--- src/csem_pkg.sv ---
// Package for the counting semaphore table: field widths, op and status codes,
// the command record passed from front to back, and width helpers.
// No dependencies.
package csem_pkg;

   localparam int OP_W       = 3;
   localparam int SEM_ID_W   = 4;
   localparam int PID_W      = 16;
   localparam int COUNT_W    = 16;
   localparam int STATUS_W   = 2;

   localparam int REQ_TDATA_W = 40;
   localparam int REQ_TUSER_W = 3;
   localparam int RSP_TDATA_W = 16;
   localparam int RSP_TUSER_W = 3;

   localparam int NUM_SEMS_DEF    = 16;
   localparam int QUEUE_DEPTH_DEF = 8;
   localparam int CMDQ_DEPTH      = 2;

   // op field codes on the request channel
   localparam logic [OP_W-1:0] OP_INIT  = 3'd0;
   localparam logic [OP_W-1:0] OP_POST  = 3'd1;
   localparam logic [OP_W-1:0] OP_WAIT  = 3'd2;
   localparam logic [OP_W-1:0] OP_CLOSE = 3'd3;
   localparam logic [OP_W-1:0] OP_OPEN  = 3'd4;

   // status field codes on the response channel
   localparam logic [STATUS_W-1:0] ST_OK      = 2'd0;
   localparam logic [STATUS_W-1:0] ST_MISSING = 2'd1;
   localparam logic [STATUS_W-1:0] ST_BLOCKED = 2'd2;
   localparam logic [STATUS_W-1:0] ST_FULL    = 2'd3;

   typedef enum logic [2:0] {
      KIND_INIT,
      KIND_POST,
      KIND_WAIT,
      KIND_CLOSE,
      KIND_OPEN,
      KIND_BAD
   } kind_type;

   typedef struct packed {
      kind_type              kind;
      logic [SEM_ID_W-1:0]   sem_id;
      logic [PID_W-1:0]      pid;
      logic [COUNT_W-1:0]    init_value;
   } cmd_type;

   function automatic int idx_width(input int n);
      return (n > 1) ? $clog2(n) : 1;
   endfunction

endpackage

--- src/counting_semaphore_table.sv ---
// Counting semaphore table. A request passes the command queue, then the back end's
// issue and execute states; a post that releases a waiter adds a wake state (extra
// read of the waiter memory). Commands run one at a time, set by the read-modify-write
// of the entry table through its single registered read port.
// Reset (synchronous): clears all valid flags, the command queue and control state;
// the entry table and waiter memory are not cleared, init writes an entry before any use.
module counting_semaphore_table import csem_pkg::*; #(
   parameter int NUM_SEMS    = NUM_SEMS_DEF,
   parameter int QUEUE_DEPTH = QUEUE_DEPTH_DEF
) (
   input  logic                   clock,
   input  logic                   reset,
   // request channel
   input  logic                   req_tvalid,
   output logic                   req_tready,
   // req_tdata: sem_id[3:0], pid[19:4], init_value[35:20], zero[39:36]
   input  logic [REQ_TDATA_W-1:0] req_tdata,
   // req_tuser: op[2:0]
   input  logic [REQ_TUSER_W-1:0] req_tuser,
   // response channel
   output logic                   rsp_tvalid,
   input  logic                   rsp_tready,
   // rsp_tdata: woken_pid[15:0]
   output logic [RSP_TDATA_W-1:0] rsp_tdata,
   // rsp_tuser: status[1:0], woken_valid[2]
   output logic [RSP_TUSER_W-1:0] rsp_tuser
);

   // front to queue
   logic    push_valid;
   logic    push_ready;
   cmd_type push_cmd;

   // queue to back
   logic    pop_valid;
   logic    pop_ready;
   cmd_type pop_cmd;

   // Decode op and sem_id into a command kind; out-of-range ids and unknown
   // ops collapse into one kind that always answers "missing".
   csem_front #(
      .NUM_SEMS (NUM_SEMS)
   ) u_front (
      .req_tvalid (req_tvalid),
      .req_tready (req_tready),
      .req_tdata  (req_tdata),
      .req_tuser  (req_tuser),
      .push_valid (push_valid),
      .push_ready (push_ready),
      .push_cmd   (push_cmd)
   );

   // Hold decoded commands so the request side keeps accepting while the back
   // end works through a read-modify-write or waits on a stalled response.
   csem_cmdq u_cmdq (
      .clock      (clock),
      .reset      (reset),
      .push_valid (push_valid),
      .push_ready (push_ready),
      .push_cmd   (push_cmd),
      .pop_valid  (pop_valid),
      .pop_ready  (pop_ready),
      .pop_cmd    (pop_cmd)
   );

   // Execute one command at a time: read the entry record, update count and
   // queue pointers, push or pop the waiter memory, and register the response.
   csem_back #(
      .NUM_SEMS    (NUM_SEMS),
      .QUEUE_DEPTH (QUEUE_DEPTH)
   ) u_back (
      .clock      (clock),
      .reset      (reset),
      .pop_valid  (pop_valid),
      .pop_ready  (pop_ready),
      .pop_cmd    (pop_cmd),
      .rsp_tvalid (rsp_tvalid),
      .rsp_tready (rsp_tready),
      .rsp_tdata  (rsp_tdata),
      .rsp_tuser  (rsp_tuser)
   );

endmodule

--- src/csem_ram.sv ---
// Generic simple dual-port RAM: one write port, one read port, registered read.
// No dependencies.
module csem_ram #(
   parameter int WIDTH  = 16,
   parameter int DEPTH  = 16,
   parameter int ADDR_W = 4
) (
   input  logic              clock,
   input  logic              wr_en,
   input  logic [ADDR_W-1:0] wr_addr,
   input  logic [WIDTH-1:0]  wr_data,
   input  logic [ADDR_W-1:0] rd_addr,
   output logic [WIDTH-1:0]  rd_data
);

   logic [WIDTH-1:0] mem_ff [DEPTH];
   logic [WIDTH-1:0] rd_data_ff;

   always_ff @(posedge clock) begin
      if (wr_en) begin
         mem_ff[wr_addr] <= wr_data;
      end
      rd_data_ff <= mem_ff[rd_addr];
   end

   assign rd_data = rd_data_ff;

endmodule

--- src/csem_front.sv ---
// Front end: unpack the request bus and classify each request into a command.
// Depends on csem_pkg.
module csem_front import csem_pkg::*; #(
   parameter int NUM_SEMS = NUM_SEMS_DEF
) (
   input  logic                   req_tvalid,
   output logic                   req_tready,
   input  logic [REQ_TDATA_W-1:0] req_tdata,
   input  logic [REQ_TUSER_W-1:0] req_tuser,
   output logic                   push_valid,
   input  logic                   push_ready,
   output cmd_type                push_cmd
);

   logic [OP_W-1:0]     op;
   logic [SEM_ID_W-1:0] sem_id;
   logic                in_range;
   kind_type            kind;

   assign op     = req_tuser[2:0];
   assign sem_id = req_tdata[3:0];

   // ids beyond the table are treated like an unknown op
   assign in_range = ({8'd0, sem_id} < 12'(NUM_SEMS));

   always_comb begin
      kind = KIND_BAD;
      if (in_range) begin
         unique case (op)
            OP_INIT:  kind = KIND_INIT;
            OP_POST:  kind = KIND_POST;
            OP_WAIT:  kind = KIND_WAIT;
            OP_CLOSE: kind = KIND_CLOSE;
            OP_OPEN:  kind = KIND_OPEN;
            default:  kind = KIND_BAD;
         endcase
      end
   end

   assign push_cmd.kind       = kind;
   assign push_cmd.sem_id     = sem_id;
   assign push_cmd.pid        = req_tdata[19:4];
   assign push_cmd.init_value = req_tdata[35:20];

   assign push_valid = req_tvalid;
   assign req_tready = push_ready;

endmodule

--- src/csem_cmdq.sv ---
// Short command queue between front and back so each side stalls on its own.
// Depends on csem_pkg.
module csem_cmdq import csem_pkg::*; (
   input  logic    clock,
   input  logic    reset,
   input  logic    push_valid,
   output logic    push_ready,
   input  cmd_type push_cmd,
   output logic    pop_valid,
   input  logic    pop_ready,
   output cmd_type pop_cmd
);

   localparam int PTR_W = idx_width(CMDQ_DEPTH);
   localparam int CNT_W = $clog2(CMDQ_DEPTH + 1);

   cmd_type          slot_ff [CMDQ_DEPTH];
   logic [PTR_W-1:0] wr_ptr_ff, wr_ptr_in;
   logic [PTR_W-1:0] rd_ptr_ff, rd_ptr_in;
   logic [CNT_W-1:0] fill_ff, fill_in;
   logic             do_push, do_pop;

   assign push_ready = (fill_ff != CNT_W'(CMDQ_DEPTH));
   assign pop_valid  = (fill_ff != '0);
   assign pop_cmd    = slot_ff[rd_ptr_ff];

   assign do_push = push_valid && push_ready;
   assign do_pop  = pop_valid && pop_ready;

   always_comb begin
      wr_ptr_in = wr_ptr_ff;
      rd_ptr_in = rd_ptr_ff;
      fill_in   = fill_ff;
      if (do_push) begin
         wr_ptr_in = (wr_ptr_ff == PTR_W'(CMDQ_DEPTH - 1)) ? '0 : wr_ptr_ff + 1'b1;
      end
      if (do_pop) begin
         rd_ptr_in = (rd_ptr_ff == PTR_W'(CMDQ_DEPTH - 1)) ? '0 : rd_ptr_ff + 1'b1;
      end
      if (do_push && !do_pop) begin
         fill_in = fill_ff + 1'b1;
      end else if (do_pop && !do_push) begin
         fill_in = fill_ff - 1'b1;
      end
   end

   always_ff @(posedge clock) begin
      if (reset) begin
         wr_ptr_ff <= '0;
         rd_ptr_ff <= '0;
         fill_ff   <= '0;
      end else begin
         wr_ptr_ff <= wr_ptr_in;
         rd_ptr_ff <= rd_ptr_in;
         fill_ff   <= fill_in;
      end
   end

   always_ff @(posedge clock) begin
      if (do_push) begin
         slot_ff[wr_ptr_ff] <= push_cmd;
      end
   end

endmodule

--- src/csem_back.sv ---
// Back end: read-modify-write of the entry table and waiter memory, result register.
// Depends on csem_pkg and csem_ram.
module csem_back import csem_pkg::*; #(
   parameter int NUM_SEMS    = NUM_SEMS_DEF,
   parameter int QUEUE_DEPTH = QUEUE_DEPTH_DEF
) (
   input  logic                   clock,
   input  logic                   reset,
   input  logic                   pop_valid,
   output logic                   pop_ready,
   input  cmd_type                pop_cmd,
   output logic                   rsp_tvalid,
   input  logic                   rsp_tready,
   output logic [RSP_TDATA_W-1:0] rsp_tdata,
   output logic [RSP_TUSER_W-1:0] rsp_tuser
);

   localparam int SEM_W  = idx_width(NUM_SEMS);
   localparam int PTR_W  = idx_width(QUEUE_DEPTH);
   localparam int FILL_W = $clog2(QUEUE_DEPTH + 1);
   localparam int REC_W  = COUNT_W + 2 * PTR_W + FILL_W;
   localparam int PID_DEPTH = NUM_SEMS * QUEUE_DEPTH;
   localparam int PID_AW = idx_width(PID_DEPTH);

   localparam logic [1:0] S_ISSUE = 2'd0;
   localparam logic [1:0] S_EXEC  = 2'd1;
   localparam logic [1:0] S_WAKE  = 2'd2;

   logic [1:0]          state_ff, state_in;
   cmd_type             cmd_ff, cmd_in;
   logic [NUM_SEMS-1:0] valid_ff, valid_in;

   logic                out_valid_ff, out_valid_in;
   logic [STATUS_W-1:0] out_status_ff;
   logic                out_wv_ff;
   logic [PID_W-1:0]    out_wpid_ff;
   logic                out_load, out_free;
   logic [STATUS_W-1:0] res_status;
   logic                res_wv;
   logic [PID_W-1:0]    res_wpid;

   logic [11:0]         pop_ext, cur_ext;
   logic [SEM_W-1:0]    pop_idx, cur_idx;
   logic                cur_valid;

   logic [SEM_W-1:0]    ent_rd_addr;
   logic [REC_W-1:0]    ent_rdata, ent_wdata;
   logic                ent_we;

   logic [COUNT_W-1:0]  count;
   logic [PTR_W-1:0]    head, tail, head_nxt, tail_nxt;
   logic [FILL_W-1:0]   fill;

   logic [PID_AW-1:0]   pid_base, pid_rd_addr, pid_wr_addr;
   logic [PID_W-1:0]    pid_rdata;
   logic                pid_we;

   assign pop_ext = {8'd0, pop_cmd.sem_id};
   assign cur_ext = {8'd0, cmd_ff.sem_id};
   assign pop_idx = pop_ext[SEM_W-1:0];
   assign cur_idx = cur_ext[SEM_W-1:0];
   assign cur_valid = valid_ff[cur_idx];

   assign pop_ready   = (state_ff == S_ISSUE);
   assign ent_rd_addr = (state_ff == S_ISSUE) ? pop_idx : cur_idx;

   // entry record: {count, head, tail, fill}
   assign fill  = ent_rdata[FILL_W-1:0];
   assign tail  = ent_rdata[FILL_W +: PTR_W];
   assign head  = ent_rdata[FILL_W + PTR_W +: PTR_W];
   assign count = ent_rdata[REC_W-1 -: COUNT_W];

   assign head_nxt = (head == PTR_W'(QUEUE_DEPTH - 1)) ? '0 : head + 1'b1;
   assign tail_nxt = (tail == PTR_W'(QUEUE_DEPTH - 1)) ? '0 : tail + 1'b1;

   assign pid_base    = PID_AW'(cur_idx) * PID_AW'(QUEUE_DEPTH);
   assign pid_rd_addr = pid_base + PID_AW'(head);
   assign pid_wr_addr = pid_base + PID_AW'(tail);

   assign out_free = !out_valid_ff || rsp_tready;

   always_comb begin
      state_in   = state_ff;
      cmd_in     = cmd_ff;
      valid_in   = valid_ff;
      ent_we     = 1'b0;
      ent_wdata  = ent_rdata;
      pid_we     = 1'b0;
      out_load   = 1'b0;
      res_status = ST_MISSING;
      res_wv     = 1'b0;
      res_wpid   = '0;
      unique case (state_ff)
         S_ISSUE: begin
            if (pop_valid) begin
               cmd_in   = pop_cmd;
               state_in = S_EXEC;
            end
         end
         S_EXEC: begin
            if (out_free) begin
               state_in = S_ISSUE;
               out_load = 1'b1;
               unique case (cmd_ff.kind)
                  KIND_INIT: begin
                     if (!cur_valid) begin
                        valid_in[cur_idx] = 1'b1;
                        ent_we     = 1'b1;
                        ent_wdata  = {cmd_ff.init_value, {PTR_W{1'b0}}, {PTR_W{1'b0}},
                                      {FILL_W{1'b0}}};
                        res_status = ST_OK;
                     end
                  end
                  KIND_POST: begin
                     if (cur_valid) begin
                        res_status = ST_OK;
                        if (fill != '0) begin
                           // pop the oldest waiter; its pid arrives next cycle
                           ent_we    = 1'b1;
                           ent_wdata = {count, head_nxt, tail, fill - 1'b1};
                           out_load  = 1'b0;
                           state_in  = S_WAKE;
                        end else if (count != '1) begin
                           ent_we    = 1'b1;
                           ent_wdata = {count + 1'b1, head, tail, fill};
                        end
                     end
                  end
                  KIND_WAIT: begin
                     if (cur_valid) begin
                        if (count != '0) begin
                           ent_we     = 1'b1;
                           ent_wdata  = {count - 1'b1, head, tail, fill};
                           res_status = ST_OK;
                        end else if (fill == FILL_W'(QUEUE_DEPTH)) begin
                           res_status = ST_FULL;
                        end else begin
                           pid_we     = 1'b1;
                           ent_we     = 1'b1;
                           ent_wdata  = {count, head, tail_nxt, fill + 1'b1};
                           res_status = ST_BLOCKED;
                        end
                     end
                  end
                  KIND_CLOSE: begin
                     if (cur_valid) begin
                        valid_in[cur_idx] = 1'b0;
                        res_status = ST_OK;
                     end
                  end
                  KIND_OPEN: begin
                     if (cur_valid) begin
                        res_status = ST_OK;
                     end
                  end
                  default: begin
                     res_status = ST_MISSING;
                  end
               endcase
            end
         end
         S_WAKE: begin
            out_load   = 1'b1;
            res_status = ST_OK;
            res_wv     = 1'b1;
            res_wpid   = pid_rdata;
            state_in   = S_ISSUE;
         end
         default: begin
            state_in = S_ISSUE;
         end
      endcase
   end

   assign out_valid_in = out_load || (out_valid_ff && !rsp_tready);

   always_ff @(posedge clock) begin
      if (reset) begin
         state_ff     <= S_ISSUE;
         valid_ff     <= '0;
         out_valid_ff <= 1'b0;
      end else begin
         state_ff     <= state_in;
         valid_ff     <= valid_in;
         out_valid_ff <= out_valid_in;
      end
   end

   always_ff @(posedge clock) begin
      cmd_ff <= cmd_in;
      if (out_load) begin
         out_status_ff <= res_status;
         out_wv_ff     <= res_wv;
         out_wpid_ff   <= res_wpid;
      end
   end

   csem_ram #(
      .WIDTH  (REC_W),
      .DEPTH  (NUM_SEMS),
      .ADDR_W (SEM_W)
   ) u_entry_ram (
      .clock   (clock),
      .wr_en   (ent_we),
      .wr_addr (cur_idx),
      .wr_data (ent_wdata),
      .rd_addr (ent_rd_addr),
      .rd_data (ent_rdata)
   );

   csem_ram #(
      .WIDTH  (PID_W),
      .DEPTH  (PID_DEPTH),
      .ADDR_W (PID_AW)
   ) u_pid_ram (
      .clock   (clock),
      .wr_en   (pid_we),
      .wr_addr (pid_wr_addr),
      .wr_data (cmd_ff.pid),
      .rd_addr (pid_rd_addr),
      .rd_data (pid_rdata)
   );

   assign rsp_tvalid = out_valid_ff;
   assign rsp_tdata  = out_wpid_ff;
   assign rsp_tuser  = {out_wv_ff, out_status_ff};

endmodule

--- config.mk ---
export PLATFORM = sky130hd
export DESIGN_NAME = counting_semaphore_table
export DESIGN_NICKNAME = d
export VERILOG_FILES = /design/src/csem_pkg.sv /design/src/counting_semaphore_table.sv /design/src/csem_ram.sv /design/src/csem_front.sv /design/src/csem_cmdq.sv /design/src/csem_back.sv
export SDC_FILE = /design/constraint.sdc
export NUM_CORES = 2
export LEC_CHECK = 0
export BUFFER_PORTS_ARGS = -buffer_cell sky130_fd_sc_hd__buf_4
export CAP_MARGIN = 10
export CORE_ASPECT_RATIO = 1.4
export CORE_UTILIZATION = 46
export CTS_CLUSTER_DIAMETER = 120
export DETAILED_ROUTE_END_ITERATION = 8
export SYNTH_ARGS = -nofsm -noshare
export SYNTH_HDL_FRONTEND = slang
export SYNTH_SLANG_ARGS = --single-unit
--- constraint.sdc ---
create_clock -name clock -period 5.5 [get_ports clock]
set_input_delay 0.825 -clock clock [delete_from_list [all_inputs] [get_ports clock]]
set_output_delay 0.825 -clock clock [all_outputs]
set_load 0.01 [all_outputs]
==> impl_metrics.tcl <==
set metrics [dict create \
    gr-usage-met1_pct 29.54 \
    grt_pass1_wl_um 369000 \
    layout_common_cells "edfxtp_1 (2600), mux4_2 (683), buf_4 (359), clkbuf_16 (250), nor2_1 (159)" \
    synthCells 4668 \
    synthTopCellsByArea "edfxtp_1 (76%), mux4_2 (15%), dfxtp_1 (1.3%)" \
    syn_nets 4728 \
    synth_seq_area_share_pct 77.10 \
    hp-class "primary input to register" \
    p_clk_share_pct 26.8 \
    worstPathBufferInverterCount 0 \
    wire_per_inst_um 31.61 \
    power_density_mw_per_mm2 539.7 \
    cts_tree "yes" \
    ir_drop_mv 0.4834 \
    dp.cells 7684 \
    avgViaCountPerCell 6.032 \
    dpl-instance-area_mm2 0.1088 \
    synth-edff-count 2600 \
    ys.flop_type "edfxtp_1" \
    totalWireLength_um 257500 \
    filler_cell_count 17210 \
    insertion_delay_ns 0.90 \
    die_w_um 401.9 \
    worstSetupPathType "register to register" \
    internal_power_w 0.04239 \
    use_met3_pct 2.758 \
    ys_types 77 \
    grt_max_degree 129 \
    r2r_start "u_back.cur_idx[0]" \
    clk_pin_slew_ns 0.07 \
    timing.fmax_mhz 215.0 \
    power.share.switching_pct 32.70 \
    slowest_delay_ns 1.11 \
    drive_above_1_share_pct 29.94 \
    cts_buffers 248 \
    ys_warn_count 0 \
    worstPathMaxFanout 16 \
    r2r_cells 6 \
    critPathMostFrequentCell "nand3_1" \
    min_period_ns 4.651 \
    rsz0062_at_grt "no" \
    min_from "req_tdata[21]" \
    hold_buffers 0 \
    nNetsFinal 5098 \
    cts.path.max_buffers 4 \
    initial_utilization_pct 46.25 \
    post-route-period-util_pct 84.56 \
    required_ns 6.00 \
    hold_path_depth 1 \
    crit_slowest_cell "a211oi_1" \
    cts_resized 0 \
    finalMaxSlewViolations 0 \
    min_to "u_cmdq.slot_ff[0][1]" \
    portBuffers 63 \
    fin_tns_setup_ns 0 \
    grt.total_usage_pct 22.80 \
    path_cells "mux2i_1 -> a22oi_1 -> nand3_1 -> a211oi_1 -> nand3_1 -> o211ai_1" \
    drtPass1Iterations 7 \
    antenna_found_initial 10 \
    final_common_cell "edfxtp_1" \
    met2_usage_pct 39.59 \
    synth_top_area_share_pct 75.82 \
    crit_path_end_kind "register" \
    r2r-end "u_back.u_entry_ram.mem_ff[4][25]" \
    power.total_w 0.06299 \
    critPathLaunchType "register" \
    synthToLayoutAreaGrowth_pct 13.36 \
    grt_overflow 0 \
    final_hold_viol_count 0 \
    postCtsSetupBuffers 0 \
    clock-root-buffer "clkbuf_16" \
    syn_area_mm2 0.1030 \
    critPathArrivalTime_ns 5.15 \
    max-cap-violations 0 \
    final_cell_count_no_fill 8147 \
    h-tree-depth 4 \
    initialDrtViolationCount 4570 \
    p_leak_nw 36.65 \
    ys_seq_elements 2666 \
    die_h_um 561.8 \
    p_seq_share_pct 41.9 \
    busiest_layer "met2" \
    skew_ns 0.09314 \
    die-area_mm2 0.2258 \
    num_io_pins 68 \
    drc 0 \
    detail-route-antenna-nets 0 \
    yosysTopAreaCell "edfxtp_1" \
    grt_pass1_vias 50470 \
    p_switching_w 0.02060 \
    gp_congestion 0.8741 \
    tightest_slew_ns 1.361 \
    power_frac_comb_pct 31.3 \
    maxSlewHeadroom_pct 8.884 \
    setup_viol 0 \
    dp_hpwl_um 156600 \
    row_count 205 \
    reg2reg_slack_ns 0.85 \
    num_vias 49140 \
    avgSynthCellArea_um2 22.06 \
    path_delay_family "compound AO/OA/AOI/OAI gates" \
    multi_input_area_mm2 0.02249 \
    fin_area_mm2 0.1167 \
    cts_sinks 2666 \
    register_area_mm2 0.07941 \
    postSynth.asyncResetShare_pct 0 \
    status "finished, final reports clean" \
    core-area_mm2 0.2226 \
]
## stage by stage
| step | hold WS (ns) | util [%] | setup WS [ns] |
|---|---|---|---|
| after global placement | 0.4942 | 48.87 | 1.030 |
| after floorplan | 0.4725 | - | 1.898 |
| after global routing | 0.07543 | 52.43 | 0.6730 |
| after CTS | 0.05627 | 52.42 | 0.9357 |
| final | 0.1102 | 52.43 | 0.8491 |
| after detailed placement | 0.4994 | 48.87 | 0.9717 |
## cells by family after synthesis
family | Yosys count | synth area share, %
DFF | 2666 | 77.10
muxes | 850 | 16.63
and+or+nand+nor | 454 | 2.171
AOI/OAI and AO/OA | 378 | 2.553
buffers and inverters | 300 | 1.322
adders and majority gates | 13 | 0.1580
xor gates and xnor gates | 7 | 0.05954
## worst register-to-register path: cells and delay by family (launching register included)
| family | cells | cell delay [ns] |
|---|---|---|
| and+or+nand+nor | 2 | 0.71 |
| AOI/OAI and AO/OA | 3 | 2.52 |
| muxes | 1 | 0.22 |
| DFF | 1 | 0.80 |
## synthesized netlist by cell type (all sizes together) (3+ instances only)
master     n
nand2     63
buf      137
nand4      5
nand3     28
mux4     683
or4        7
mux2      58
nor4b      4
nor3      19
o32ai      5
xor2       6
nand2b     5
a211oi    35
nor2b     37
a22oi     28
a32oi      5
a31oi     20
a311oi     3
o221ai    15
clkbuf   124
o211ai    25
o21ai     50
inv       39
edfxtp  2600
a221oi    30
and3      16
ha        13
a21o       5
o31ai     11
and4       7
dfxtp     66
nor3b      5
and2      23
o32a      17
or3        8
a21oi     87
o22ai     15
nor4       3
a22o       4
nor2     217
mux2i    109
## power by group through the flow
stage | Sequential, W | Combinational (W) | Clock, W
5_1_grt | 0.0265 | 0.0207 | 0.0179
2_1_floorplan | 0.0275 | 0.0110 | 0
3_5_place_dp | 0.0268 | 0.0200 | 0
3_3_place_gp | 0.0268 | 0.0197 | 0
6_report | 0.0264 | 0.0197 | 0.0169
4_1_cts | 0.0264 | 0.0200 | 0.0171
## metal layers
| metal | vias to the layer above | wire (um) |
|---|---|---|
| met5 | - | 0 |
| met4 | 0 | 9925 |
| met3 | 430 | 14140 |
| met2 | 1741 | 133500 |
| met1 | 26490 | 99910 |
| li1 | 20480 | - |
## registers in the layout, summed over array words and instances (netlist names), named ones only
name and cells:
u_back.u_pid_ram.rd_data 16, u_cmdq.wr_ptr_ff 1, u_back.rsp_tvalid 1, u_back.cur_idx 4, u_cmdq.fill_ff 2, u_back.cmd_ff 35
u_back.rsp_tdata 16, u_back.u_entry_ram.mem_ff 416, u_back.out_wv_ff 1, u_back.u_entry_ram.rd_data 26, u_back.state_ff 2, u_cmdq.rd_ptr_ff 1
u_back.u_pid_ram.mem_ff 2048, u_back.out_status_ff 2, u_cmdq.slot_ff 78
## layout make-up
type / count / share of cell area [%]
antenna: 6 / 0.01286
clock buffer: 319 / 5.727
clock inverter: 136 / 1.045
inverter: 39 / 0.1297
multi-input combinational: 1702 / 19.26
sequential: 2666 / 68.03
tap: 2898 / 3.106
timing repair buffer: 381 / 2.686
## worst max-delay path by stage
stage                      startpoint                                end  slack, ns  cells past startpoint
finish              u_back.cur_idx[0]   u_back.u_entry_ram.mem_ff[4][25]       0.85                      6
detailed placement  u_back.cur_idx[0]     u_back.u_pid_ram.mem_ff[43][8]       0.97                      9
global placement    u_back.cur_idx[0]    u_back.u_pid_ram.mem_ff[35][10]       1.03                      9
CTS                 u_back.cur_idx[0]    u_back.u_entry_ram.mem_ff[8][9]       0.94                      9
floorplan           u_back.cur_idx[1]   u_back.u_entry_ram.mem_ff[0][23]       1.90                      8
global route        u_back.cur_idx[0]  u_back.u_entry_ram.mem_ff[11][25]       0.67                      6
(Power assumes the default switching activity.)
